## src/hdl/assert_macros.svh

```systemverilog
// Assertion macros shared by the sequencer RTL.
`ifndef ASSERT_MACROS_SVH
`define ASSERT_MACROS_SVH

// Implication checked at every rising clock edge outside reset.
`define ASSERT_CLK(label, clk, rst_n, prop, msg) \
    label: assert property (@(posedge clk) disable iff (!rst_n) (prop)) else $error(msg);

// Condition that must hold at every rising clock edge outside reset.
`define ASSERT_ALWAYS(label, clk, rst_n, cond, msg) \
    label: assert property (@(posedge clk) disable iff (!rst_n) (cond)) else $error(msg);

`endif

```

## src/hdl/pcs_pkg.sv

```systemverilog
// Package of the precharge and contactor sequencer: types, codes and constants.
`default_nettype none

package pcs_pkg;

    // Sequence phases
    typedef enum logic [2:0] {
        PH_BOOTED  = 3'd0,
        PH_CONV    = 3'd1,
        PH_CHARGE  = 3'd2,
        PH_CLOSING = 3'd3,
        PH_CONFIRM = 3'd4,
        PH_DONE    = 3'd5,
        PH_FAILED  = 3'd6
    } phase_t;

    // Reported sequence status codes
    localparam logic [1:0] STATUS_BOOTED      = 2'd0;
    localparam logic [1:0] STATUS_PRECHARGING = 2'd1;
    localparam logic [1:0] STATUS_PRECHARGED  = 2'd2;
    localparam logic [1:0] STATUS_FAILED      = 2'd3;

    // Configuration register indexes
    typedef enum logic [1:0] {
        CFG_MIN_BUS_VOLTAGE     = 2'd0,
        CFG_DONE_RISE_RATE      = 2'd1,
        CFG_EARLY_VOLTAGE_LIMIT = 2'd2,
        CFG_TICK_LIMIT          = 2'd3
    } cfg_index_t;

    localparam int CfgDataWidth = 20;
    localparam int RateWidth    = 21;

    // Reset values
    localparam logic [15:0] MIN_BUS_VOLTAGE_RST     = 16'd1800;
    localparam logic [19:0] DONE_RISE_RATE_RST      = 20'd100;
    localparam logic [15:0] EARLY_VOLTAGE_LIMIT_RST = 16'd2000;
    localparam logic [5:0]  TICK_LIMIT_RST          = 6'd50;
    // Rise rate assumed at the start of charging: 100 V/s
    localparam logic signed [RateWidth-1:0] RATE_START = 21'sd10000;

    // One tick item
    typedef struct packed {
        logic [15:0] bus_voltage;
        logic [11:0] sense_raw;
        logic        stop_active;
    } tick_t;

    // One result item
    typedef struct packed {
        logic [1:0] sequence_status;
        logic       precharge_relay;
        logic       main_contactor;
        logic       gate_enable;
        logic       motor_locked;
    } result_t;

    // Configuration register set
    typedef struct packed {
        logic [15:0] min_bus_voltage;
        logic [19:0] done_rise_rate;
        logic [15:0] early_voltage_limit;
        logic [5:0]  tick_limit;
    } cfg_t;

    // Sequencer state carried from tick to tick
    typedef struct packed {
        phase_t                       phase;
        logic [5:0]                   tick_count;
        logic [15:0]                  previous_voltage;
        logic signed [RateWidth-1:0]  rise_rate;
    } seq_state_t;

endpackage

`default_nettype wire

```

## src/hdl/pcs_step.sv

```systemverilog
// Next-state and result logic for one tick of the sequencer.
`default_nettype none

module pcs_step (
    input  wire pcs_pkg::seq_state_t state,
    input  wire pcs_pkg::cfg_t       cfg,
    input  wire pcs_pkg::tick_t      tick,
    output pcs_pkg::seq_state_t      state_next,
    output pcs_pkg::result_t         result_next
);

    logic signed [pcs_pkg::RateWidth-1:0] diff;
    logic signed [pcs_pkg::RateWidth-1:0] delta;

    // Rise rate over one tick: (this sample - previous sample) * 10, always in range
    assign diff  = $signed({5'd0, tick.bus_voltage}) - $signed({5'd0, state.previous_voltage});
    assign delta = (diff <<< 3) + (diff <<< 1);

    // Phase walk for this tick
    always_comb
    begin
        pcs_pkg::phase_t                      ph;
        pcs_pkg::phase_t                      nph;
        logic [5:0]                           tc;
        logic [15:0]                          pv;
        logic signed [pcs_pkg::RateWidth-1:0] rr;
        logic                                 entered;
        logic                                 busy;

        ph      = state.phase;
        tc      = state.tick_count;
        pv      = state.previous_voltage;
        rr      = state.rise_rate;
        entered = 1'b0;
        busy    = 1'b0;

        // leave booted once the stop is released
        if (ph == pcs_pkg::PH_BOOTED && !tick.stop_active)
        begin
            ph = pcs_pkg::PH_CONV;
            tc = 6'd0;
        end

        // converter wait, may end in the same tick
        if (ph == pcs_pkg::PH_CONV)
        begin
            if (tick.sense_raw == 12'd0 && tc < cfg.tick_limit
                && state.phase == pcs_pkg::PH_CONV)
            begin
                tc = 6'(tc + 6'd1);
            end
            if (tick.sense_raw != 12'd0 || tc >= cfg.tick_limit)
            begin
                if (tick.bus_voltage > cfg.early_voltage_limit)
                begin
                    ph = pcs_pkg::PH_FAILED;
                end
                else
                begin
                    ph      = pcs_pkg::PH_CHARGE;
                    entered = 1'b1;
                    tc      = 6'd0;
                    pv      = tick.bus_voltage;
                    rr      = pcs_pkg::RATE_START;
                end
            end
        end

        nph = ph;
        unique case (ph) inside
            pcs_pkg::PH_CHARGE:
            begin
                if (!entered)
                begin
                    rr = delta;
                    pv = tick.bus_voltage;
                    tc = 6'(tc + 6'd1);
                end
                // rate is never above 655350, so its low 20 bits carry it
                busy = (tick.bus_voltage < cfg.min_bus_voltage)
                    || (!rr[pcs_pkg::RateWidth-1]
                        && (rr[pcs_pkg::RateWidth-2:0] > cfg.done_rise_rate));
                if (tc >= cfg.tick_limit)
                    nph = pcs_pkg::PH_FAILED;
                else if (!busy)
                    nph = pcs_pkg::PH_CLOSING;
            end
            pcs_pkg::PH_CLOSING: nph = pcs_pkg::PH_CONFIRM;
            pcs_pkg::PH_CONFIRM:
                nph = (tick.bus_voltage < pv) ? pcs_pkg::PH_FAILED : pcs_pkg::PH_DONE;
            pcs_pkg::PH_BOOTED, pcs_pkg::PH_CONV, pcs_pkg::PH_DONE, pcs_pkg::PH_FAILED:
                nph = ph;
            default: nph = pcs_pkg::PH_FAILED;
        endcase

        state_next.phase            = nph;
        state_next.tick_count       = tc;
        state_next.previous_voltage = pv;
        state_next.rise_rate        = rr;
    end

    // Output decode from the phase after the tick
    always_comb
    begin
        unique case (state_next.phase) inside
            pcs_pkg::PH_BOOTED: result_next.sequence_status = pcs_pkg::STATUS_BOOTED;
            pcs_pkg::PH_DONE:   result_next.sequence_status = pcs_pkg::STATUS_PRECHARGED;
            pcs_pkg::PH_FAILED: result_next.sequence_status = pcs_pkg::STATUS_FAILED;
            pcs_pkg::PH_CONV, pcs_pkg::PH_CHARGE, pcs_pkg::PH_CLOSING, pcs_pkg::PH_CONFIRM:
                result_next.sequence_status = pcs_pkg::STATUS_PRECHARGING;
            default: result_next.sequence_status = pcs_pkg::STATUS_FAILED;
        endcase
        result_next.precharge_relay = (state_next.phase == pcs_pkg::PH_CHARGE)
                                   || (state_next.phase == pcs_pkg::PH_CLOSING);
        result_next.main_contactor  = (state_next.phase == pcs_pkg::PH_CLOSING)
                                   || (state_next.phase == pcs_pkg::PH_CONFIRM)
                                   || (state_next.phase == pcs_pkg::PH_DONE);
        result_next.gate_enable     = (state_next.phase == pcs_pkg::PH_DONE);
        result_next.motor_locked    = (state_next.phase != pcs_pkg::PH_BOOTED)
                                   && (state_next.phase != pcs_pkg::PH_DONE);
    end

endmodule

`default_nettype wire

```

## src/hdl/precharge_contactor_sequencer.sv

```systemverilog
// Top level of the precharge relay and main contactor start-up sequencer.
//
// Channels: tick (valid/ready) brings one 100 ms sample: bus voltage, raw
// sense code and stop flag. result (valid/ready) returns one item per tick
// with the status and relay, contactor, gate and motor-lock drives after it.
// cfg (valid/ready, always ready) writes one of four threshold registers;
// write only while no tick is in flight.
// A tick is held in the tick register and its result in the result register.
// Throughput: one tick per cycle while result drains; the only loop is the
// state update, which is one short pass of compare and add logic between the
// tick register and the result register.
// Stall: the tick register keeps taking items as long as the result register
// is empty or being drained; with result held, one tick waits in the tick
// register and tick_ready drops.
// Reset: the sequence returns to booted, tick count and previous voltage to
// zero, rise rate to 100 V/s and the registers to their defaults; both
// pipeline valids clear.
`default_nettype none
`include "assert_macros.svh"

module precharge_contactor_sequencer (
    input  wire                                  clk,
    input  wire                                  rst_n,
    input  wire                                  tick_valid,
    output logic                                 tick_ready,
    input  wire pcs_pkg::tick_t                  tick,
    output logic                                 result_valid,
    input  wire                                  result_ready,
    output pcs_pkg::result_t                     result,
    input  wire                                  cfg_valid,
    output logic                                 cfg_ready,
    input  wire pcs_pkg::cfg_index_t             cfg_index,
    input  wire [pcs_pkg::CfgDataWidth-1:0]      cfg_data
);

    pcs_pkg::tick_t      tick_reg;
    logic                tick_valid_reg;
    pcs_pkg::seq_state_t state_reg;
    pcs_pkg::seq_state_t state_next;
    pcs_pkg::cfg_t       cfg_reg;
    pcs_pkg::result_t    result_reg;
    pcs_pkg::result_t    result_next;
    logic                result_valid_reg;
    logic                advance;

    // Item moves from the tick register into the result register
    assign advance    = tick_valid_reg && (!result_valid_reg || result_ready);
    assign tick_ready = !tick_valid_reg || advance;
    assign cfg_ready  = 1'b1;

    // Configuration registers
    always_ff @(posedge clk or negedge rst_n)
    begin
        if (!rst_n)
        begin
            cfg_reg.min_bus_voltage     <= pcs_pkg::MIN_BUS_VOLTAGE_RST;
            cfg_reg.done_rise_rate      <= pcs_pkg::DONE_RISE_RATE_RST;
            cfg_reg.early_voltage_limit <= pcs_pkg::EARLY_VOLTAGE_LIMIT_RST;
            cfg_reg.tick_limit          <= pcs_pkg::TICK_LIMIT_RST;
        end
        else if (cfg_valid)
        begin
            unique case (cfg_index)
                pcs_pkg::CFG_MIN_BUS_VOLTAGE:     cfg_reg.min_bus_voltage     <= cfg_data[15:0];
                pcs_pkg::CFG_DONE_RISE_RATE:      cfg_reg.done_rise_rate      <= cfg_data;
                pcs_pkg::CFG_EARLY_VOLTAGE_LIMIT: cfg_reg.early_voltage_limit <= cfg_data[15:0];
                pcs_pkg::CFG_TICK_LIMIT:          cfg_reg.tick_limit          <= cfg_data[5:0];
                default:                          cfg_reg.tick_limit          <= cfg_reg.tick_limit;
            endcase
        end
    end

    // Tick input register
    always_ff @(posedge clk or negedge rst_n)
    begin
        if (!rst_n)
            tick_valid_reg <= 1'b0;
        else if (tick_ready)
            tick_valid_reg <= tick_valid;
    end

    always_ff @(posedge clk)
    begin
        if (tick_valid && tick_ready)
            tick_reg <= tick;
    end

    // Per-tick sequencing logic
    pcs_step u_step (
        .state       (state_reg),
        .cfg         (cfg_reg),
        .tick        (tick_reg),
        .state_next  (state_next),
        .result_next (result_next)
    );

    // Sequencer state
    always_ff @(posedge clk or negedge rst_n)
    begin
        if (!rst_n)
        begin
            state_reg.phase            <= pcs_pkg::PH_BOOTED;
            state_reg.tick_count       <= 6'd0;
            state_reg.previous_voltage <= 16'd0;
            state_reg.rise_rate        <= pcs_pkg::RATE_START;
        end
        else if (advance)
        begin
            state_reg <= state_next;
        end
    end

    // Result register
    always_ff @(posedge clk or negedge rst_n)
    begin
        if (!rst_n)
            result_valid_reg <= 1'b0;
        else if (advance)
            result_valid_reg <= 1'b1;
        else if (result_ready)
            result_valid_reg <= 1'b0;
    end

    always_ff @(posedge clk)
    begin
        if (advance)
            result_reg <= result_next;
    end

    assign result_valid = result_valid_reg;
    assign result       = result_reg;

    // Checks
    `ASSERT_CLK(a_failed_holds, clk, rst_n,
        state_reg.phase == pcs_pkg::PH_FAILED |=> state_reg.phase == pcs_pkg::PH_FAILED,
        "failed phase left before reset")
    `ASSERT_CLK(a_done_holds, clk, rst_n,
        state_reg.phase == pcs_pkg::PH_DONE |=> state_reg.phase == pcs_pkg::PH_DONE,
        "precharged phase left before reset")
    `ASSERT_CLK(a_advance_gives_result, clk, rst_n,
        advance |=> result_valid_reg,
        "tick moved on without a result")
    `ASSERT_ALWAYS(a_gate_needs_contactor, clk, rst_n,
        !result_valid_reg || !result_reg.gate_enable || result_reg.main_contactor,
        "gates enabled with contactor open")
    `ASSERT_ALWAYS(a_no_gate_on_relay, clk, rst_n,
        !result_valid_reg || !(result_reg.gate_enable && result_reg.precharge_relay),
        "gates enabled while precharge relay closed")

endmodule

`default_nettype wire
```

## config.mk

```make
export PLATFORM = sky130hd
export DESIGN_NAME = precharge_contactor_sequencer
export DESIGN_NICKNAME = d
export VERILOG_FILES = /design/src/hdl/pcs_pkg.sv /design/src/hdl/pcs_step.sv /design/src/hdl/precharge_contactor_sequencer.sv
export VERILOG_INCLUDE_DIRS = /design/src /design/src/hdl
export SDC_FILE = /design/constraint.sdc
export NUM_CORES = 1
export LEC_CHECK = 0
export ABC_AREA = 1
export BUFFER_PORTS_ARGS = -buffer_cell sky130_fd_sc_hd__buf_2
export CORE_UTILIZATION = 60
export DETAILED_ROUTE_END_ITERATION = 8
export PLACE_DENSITY_LB_ADDON = 0.2
export SYNTH_ARGS = -nofsm -noshare
export SYNTH_HDL_FRONTEND = slang
export SYNTH_SLANG_ARGS = --single-unit
```

## constraint.sdc

```tcl
create_clock -name clk -period 16.2 [get_ports clk]
set_input_delay 1.62 -clock clk [delete_from_list [all_inputs] [get_ports clk]]
set_output_delay 1.62 -clock clk [all_outputs]
set_load 0.01 [all_outputs]
```

# ---- Yosys cells after proc, flatten, opt, wreduce, memory -nomap -nowiden
# Cells that the tools add are included.
dict set report classes {
  add_sub_neg 4
  magnitude_cmp 7
  n_eq_ne 17
  muxes 34
  n_reduce_logical 32
}
# cell n
set ops {}
lappend ops {{$mux 21} 6}
lappend ops {{$mux 16} 5}
lappend ops {{$mux 6} 9}
lappend ops {{$lt 16x16->1} 2}
lappend ops {{$add 21x21->21} 1}
lappend ops {{$gt 20x20->1} 1}
lappend ops {{$mux 3} 6}
lappend ops {{$sub 16x16->17} 1}
lappend ops {{$gt 16x16->1} 1}
lappend ops {{$eq 3x3->1 const B} 5}
lappend ops {{$add 6x1->6 const B} 2}
lappend ops {{$eq 3x1->1 const B} 4}
lappend ops {{$eq 3x2->1 const B} 4}
lappend ops {{$ge 6x6->1} 2}
lappend ops {{$logic_not 12->1} 1}
lappend ops {{$pmux 3 s4} 1}
lappend ops {{$reduce_bool 12->1} 1}
lappend ops {{$logic_not 3->1} 3}
lappend ops {{$reduce_and 2->1} 4}
lappend ops {{$reduce_or 4->1} 2}
lappend ops {{$logic_and 1x1->1} 7}
lappend ops {{$logic_or 1x1->1} 7}
lappend ops {{$lt 6x6->1} 1}
lappend ops {{$pmux 2 s3} 1}
lappend ops {{other kinds (9)} 17}
dict set report totals {
  register_bits 141
  inputBits 56
  elab_cells 112
}

# ---- Logic depth before layout (Yosys ltp)
# Gate-level depths: netlist of run 1.
dict set report logic_depth {
  word_depth 23
  depth_mapped 44
  depth_no_buf 44
}

# ---- Hierarchy
# From an unflattened synthesis of run 1, not the netlist that was laid out.
dict set report hier_totals {
  cells_unflattened 1348
  hier_area_um2 10268.6
}
# module n_inst cells_per_inst area_per_inst_um2
set by_module_without_submodules {}
lappend by_module_without_submodules {precharge_contactor_sequencer 1 506 5439.0}
lappend by_module_without_submodules {pcs_step 1 842 4829.6}

# ---- Worst setup path before layout of run 1
# OpenSTA, ideal clock, no wires.
dict set report synth_timing {
  kind {register to register}
  from {register state_reg[44] (netlist name)}
  to {register result_reg, in the netlist result[2], data pin}
  t_arrival_ns 5.124
  slack_ns 10.809
  stages_incl_launch_ff 40
  cell_sequence {dfrtp_1 > nor2_4 > inv_1 > nor2_1 > nor2_1 > ha_1 > nand2_1 > nand2_1 > nand4_1 > nand3_2 > nor2_4 > nand3_4 > nand2b_1 > nand2_1 > inv_1 > ha_1 > nand2_1 > nor2_1 > [4 not listed] > nand2_1 > inv_1 > a21oi_1 > nand2_1 > inv_1 > ha_1 > or2_2 > nand3_1 > inv_1 > ha_1 > nand2_1 > nor2_1 > o21ai_0 > inv_1 > a2111oi_0 > a21oi_1 > nor2_1 > o21ai_0}
}
# item line
set synth_rtl {}
lappend synth_rtl {{start, declared} precharge_contactor_sequencer.sv:38} ;# pcs_pkg::seq_state_t state_reg;
lappend synth_rtl {{start signal, assigned} precharge_contactor_sequencer.sv:109} ;# state_reg <= state_next;
lappend synth_rtl {{end signal, assigned} precharge_contactor_sequencer.sv:127} ;# result_reg <= result_next;
lappend synth_rtl {{end, declared} precharge_contactor_sequencer.sv:41} ;# pcs_pkg::result_t result_reg;

==> impl_metrics.toml, run 1 <==
[worst_setup_path]
crit_top_cell = "nand2_1"
crit_start = "state_reg[44]"
path_max_fanout = 50
r2r_cells = 43
r2r_slack_ns = 9.39
required_ns = 16.46
end_kind = "flip-flop"
cpMaxStageDelayCell = "a2111oi_0"
worst_path_largest_cell_delay_ns = 0.49
crit_end = "result[4]"
regToRegEndpoint = "result[4]"
critical_path_class = "reg2reg"
crit_path_start_kind = "flip-flop"
r2r-start = "state_reg[44]"
crit_arrival_ns = 7.07

[global_route]
antenna_found_initial = 0
grt_pass1_vias = 6986
grt_max_degree = 86
grt.total_usage = 0.290
grt_pass1_wl_mm = 33.2
grt-ovfl-total = 0

[sta]
rsz0062_at_grt = "false"
setup_tns_ns = 0
maxSlewViolCount = 0
period_share = 0.421
setup_viol = 0
hold_viol = 0
min_period_ns = 6.81
fin_skew_ns = 0.0124
worst_pin_slew_ns = 1.22
max_freq_mhz = 147
maxSlewHeadroom = 0.168

[logic_synthesis]
muxShareOfSynthArea = 0
synth_top_cell_by_area = "dfrtp_1"
synthSimpleGateAreaFrac = 0.187
synth_compound_area_frac = 0.159
synth_flop_cell = "dfrtp_1"
synth.distinct_cells = 53
ys_async_sr_fraction = 0.708
syn-cell-area_um2 = 8700
synth_cells = 1083
synth_top_family_by_area = "simple AND/OR/NAND/NOR gates"
yosysWarnings = 0
yosysTopAreaCellShare = 0.198
ys_seq_area_frac = 0.367
synth_fa_ha_area_frac = 0.171
synth_edf_count = 35
synth_seq_cells = 120
synth.avg_cell_area_um2 = 8.04
synth_xor_area_frac = 0.0240
yosys-top-cells-area = "dfrtp_1 (20%), ha_1 (17%), edfxtp_1 (12%)"

[floorplan]
io_pins = 65
die_w_um = 122
start_util = 0.620
fp.dieH_um = 122
die_area_um2 = 15000
rows = 43
coreArea_um2 = 14000

[drt]
firstDrtPassIters = 5
post_drt_wl_per_cell_um = 15.1
wl_mm = 20.2
drc = 0
antenna_left = 0
drtIter0Drc = 425
viasPerCell = 5.56
vias = 7442

[clocking]
cts_resized = 0
postCtsSetupRepairBufs = 0
cts_root_buffer = "clkbuf_16"
tritoncts = "built"
h-tree-depth = 4
clkTransAtPathRegs_ns = 0.06
clock_latency_ns = 0.43
ctsHoldBuffers = 0
cts_buffers = 17
clkSinkCount = 120
cts_max_path_buffers = 2

[hold_path]
worstHoldPathType = "reg2reg"

[final_layout]
layout.nets = 1319
fin_util = 0.697
layout_common_cells = "nand2_1 (239), inv_1 (179), ha_1 (116)"
fillCellCount = 1160
final_common_cell = "nand2_1"
largest_register_ffs = 58
drive_above_1_share = 0.124
area_growth_pct = 12.4
seq_area_um2 = 3200
diodes = 0
multi_input_area_um2 = 4720

[placed_design]
portBuffers = 63
dp_hpwl_mm = 14.7
gp_congestion = 0.914

[run_status]
outcome = "finished, final reports clean"

[run]
cap_violations = 0

[pwr]
power_density_nw_per_um2 = 224
ir_worst_vdd_mv = 0.144
total_power_w = 0.00219
p_leak_nw = 4.99
==> worst max-delay path, delay by kind of cell (launching register included) <==
kind / cells / cell delay [ns]
flops: 1 / 0.43
simple gates: 24 / 2.89
fa+ha+maj: 4 / 1.05
buf+inv: 9 / 1.08
compound gates: 6 / 1.22
==> area by class of cell <==
cell class | count | share of cell area
Timing Repair Buffer | 66 | 0.0348
Inverter | 182 | 0.0698
Sequential cell | 120 | 0.327
Multi-Input combinational cell | 758 | 0.483
Clock buffer | 17 | 0.0435
Tap cell | 180 | 0.0230
Clock inverter | 15 | 0.0196
==> logic make-up after synthesis <==
family                     count (synthesis)
other                                      1
DFF                                      120
buffers and inverters                    206
xor gates and xnor gates                  23
adders and majority gates                118
AOI/OAI and AO/OA                        239
and+or+nand+nor                          376
==> power by group <==
part	switching [W]	internal (W)
combinational	0.000839	0.000545
clock	0.000154	0.000246
sequential	0.0000306	0.000378
==> metrics by stage <==
stage          instance area (µm²)  hold slack, ns  worst slack, ns  cells
6_report                      9790           0.481             9.39   1338
5_1_grt                       9790           0.501             8.68   1338
3_3_place_gp                  9170           0.463             9.83   1306
3_5_place_dp                  9170           0.469             9.56   1306
2_1_floorplan                 8710           0.448            10.81   1084
4_1_cts                       9790           0.486             9.46   1338
==> synthesized netlist by cell type, types with 7 or more instances <==
master / number
inv_1: 179
ha_1: 116
o21ai_0: 101
nor3_1: 7
a21oi_1: 75
nand3_1: 32
buf_2: 7
dfrtp_1: 69
o221ai_1: 18
nand2_1: 239
nor2_1: 57
clkbuf_1: 16
nand4_1: 13
edfxtp_1: 35
xor2_1: 16
dfstp_2: 16
==> worst min-delay path by stage <==
| stage | startpoint | end | slack [ns] | cells after the start |
|---|---|---|---|---|
| floorplan | cfg_reg[42] | cfg_reg[42] | 0.45 | 2 |
| global placement | cfg_reg[42] | cfg_reg[42] | 0.46 | 2 |
| detailed placement | cfg_reg[42] | cfg_reg[42] | 0.47 | 2 |
| CTS | cfg_reg[42] | cfg_reg[42] | 0.49 | 2 |
| global route | cfg_reg[12] | cfg_reg[12] | 0.50 | 2 |
| finish | cfg_reg[42] | cfg_reg[42] | 0.48 | 2 |
==> per-layer routing <==
layer | wire length (µm) | track usage | vias to the layer above
li1 | - | - | 3754
met2 | 9160 | 0.460 | 216
met4 | 537 | 0.117 | 0
met1 | 9150 | 0.396 | 3432
met3 | 1330 | 0.0469 | 40
met5 | 0 | 0 | -
No activity file was read; power rests on OpenSTA's default activity.
==> inputs of run 2 (changes only) <==
==> constraint.sdc (replaced) <==
create_clock -name clk -period 6.8 [get_ports clk]
set_input_delay 0.68 -clock clk [delete_from_list [all_inputs] [get_ports clk]]
set_output_delay 0.68 -clock clk [all_outputs]
set_load 0.01 [all_outputs]
==> impl_metrics.toml, run 2 (synthesized netlist as in run 1, its figures left out) <==
[global_route]
grt-ovfl-total = 0
grt.total_usage = 0.288
antenna_found_initial = 0
grt_pass1_wl_mm = 33.4
grt_pass1_vias = 7041
grt_max_degree = 63

[clocking]
h-tree-depth = 4
cts_buffers = 17
clkSinkCount = 120
clkTransAtPathRegs_ns = 0.06
clock_latency_ns = 0.43
cts_root_buffer = "clkbuf_16"
tritoncts = "built"
cts_max_path_buffers = 2

[final_layout]
layout_common_cells = "nand2_1 (239), inv_1 (179), ha_1 (116)"
drive_above_1_share = 0.127
diodes = 0
fillCellCount = 1135
area_growth_pct = 12.4
layout.nets = 1321
multi_input_area_um2 = 4730
final_common_cell = "nand2_1"
largest_register_ffs = 58
seq_area_um2 = 3200

[placed_design]
place_ws_ns = 0.456
gp_congestion = 0.909
portBuffers = 63
dp_hpwl_mm = 14.9

[pwr]
total_power_w = 0.00514
power_density_nw_per_um2 = 526
p_leak_nw = 4.98
ir_worst_vdd_mv = 0.338

[sta]
setup_ws_ns = 0.605
rsz0062_at_grt = "false"
maxSlewViolCount = 0
maxSlewHeadroom = 0.311
period_share = 0.911
setup_tns_ns = 0
hold_viol = 0
max_freq_mhz = 161
min_period_ns = 6.19
fin_skew_ns = 0.00639
worst_pin_slew_ns = 1.03
setup_viol = 0

[worst_setup_path]
cpMaxStageDelayCell = "dfrtp_1"
end_kind = "flip-flop"
worst_path_largest_cell_delay_ns = 0.43
r2r_cells = 40
crit_path_start_kind = "flip-flop"
r2r_slack_ns = 0.61
crit_end = "result[4]"
crit_arrival_ns = 6.45
regToRegEndpoint = "result[4]"
required_ns = 7.06
r2r-start = "state_reg[44]"
path_max_fanout = 8
crit_top_cell = "inv_1"
crit_start = "state_reg[44]"
critical_path_class = "reg2reg"

[floorplan]
die_w_um = 122
rows = 43
io_pins = 65
start_util = 0.620
fp.dieH_um = 122
coreArea_um2 = 14000
die_area_um2 = 15000

[drt]
antenna_left = 0
drtIter0Drc = 459
wl_mm = 19.9
vias = 7375
drc = 0
firstDrtPassIters = 8
post_drt_wl_per_cell_um = 14.9
viasPerCell = 5.50

[run_status]
outcome = "finished, final reports clean"

[hold_path]
worstHoldPathType = "in2async"

[run]
cap_violations = 0
-- run 2: changes by cell type in the layout (fill, tap and decap cells not counted), sizes merged --
cell | previous run | this run
buf | 66 | 68
bufinv | 3 | 2
clkinvlp | 2 | 3
-- run 2: metal layers --
metal / global-route usage / vias up / share of wire
li1: - / 3754 / -
met1: 0.400 / 3393 / 0.47
met2: 0.458 / 200 / 0.46
met3: 0.0469 / 28 / 0.060
met4: 0.0953 / 0 / 0.016
met5: 0 / - / 0
-- run 2: area by class of cell --
cell class / count / area share
Timing Repair Buffer: 68 / 0.0363
Clock buffer: 17 / 0.0435
Multi-Input combinational cell: 758 / 0.483
Sequential cell: 120 / 0.327
Clock inverter: 15 / 0.0169
Tap cell: 180 / 0.0230
Inverter: 182 / 0.0699
-- run 2: worst min-delay path by stage --
stage          slack [ns]  depth (start not counted)           from       endpoint
3_3_place_gp         0.46                          2    cfg_reg[42]    cfg_reg[42]
2_1_floorplan        0.38                          0          rst_n     cfg_reg[0]
4_1_cts              0.16                          1          rst_n  state_reg[36]
5_1_grt              0.18                          1          rst_n  state_reg[36]
6_report             0.15                          1          rst_n  state_reg[36]
3_5_place_dp         0.47                          2  state_reg[43]  state_reg[43]
-- run 2: timing repair --
| action | 4_1_cts | 5_1_grt |
|---|---|---|
| hold buffers | 0 | 0 |
| resized for setup | 0 | 2 |
| setup buffers | 0 | 0 |
| endpoints found under the hold margin | 0 | 0 |
| endpoints found under the setup margin | 0 | 6 |
-- run 2: power breakdown --
part	switching, W	internal [W]
sequential	0.0000718	0.000901
clock	0.000370	0.000546
combinational	0.00196	0.00130
-- run 2: critical path: cells and delay by family, from the launching register on --
kind            cells  cell delay (ns)
fa+ha+maj           4             1.05
compound gates      6             1.18
flops               1             0.43
simple gates       22             2.83
buf+inv             8             0.55
-- run 2: per-stage QoR --
step	hold WS (ns)	instance area, µm²	cells	utilization
after global routing	0.175	9780	1340	0.696
after global placement	0.460	9190	1308	0.654
after CTS	0.159	9780	1340	0.696
final	0.155	9780	1340	0.696
after floorplan	0.384	8710	1084	-
after detailed placement	0.465	9190	1308	0.654
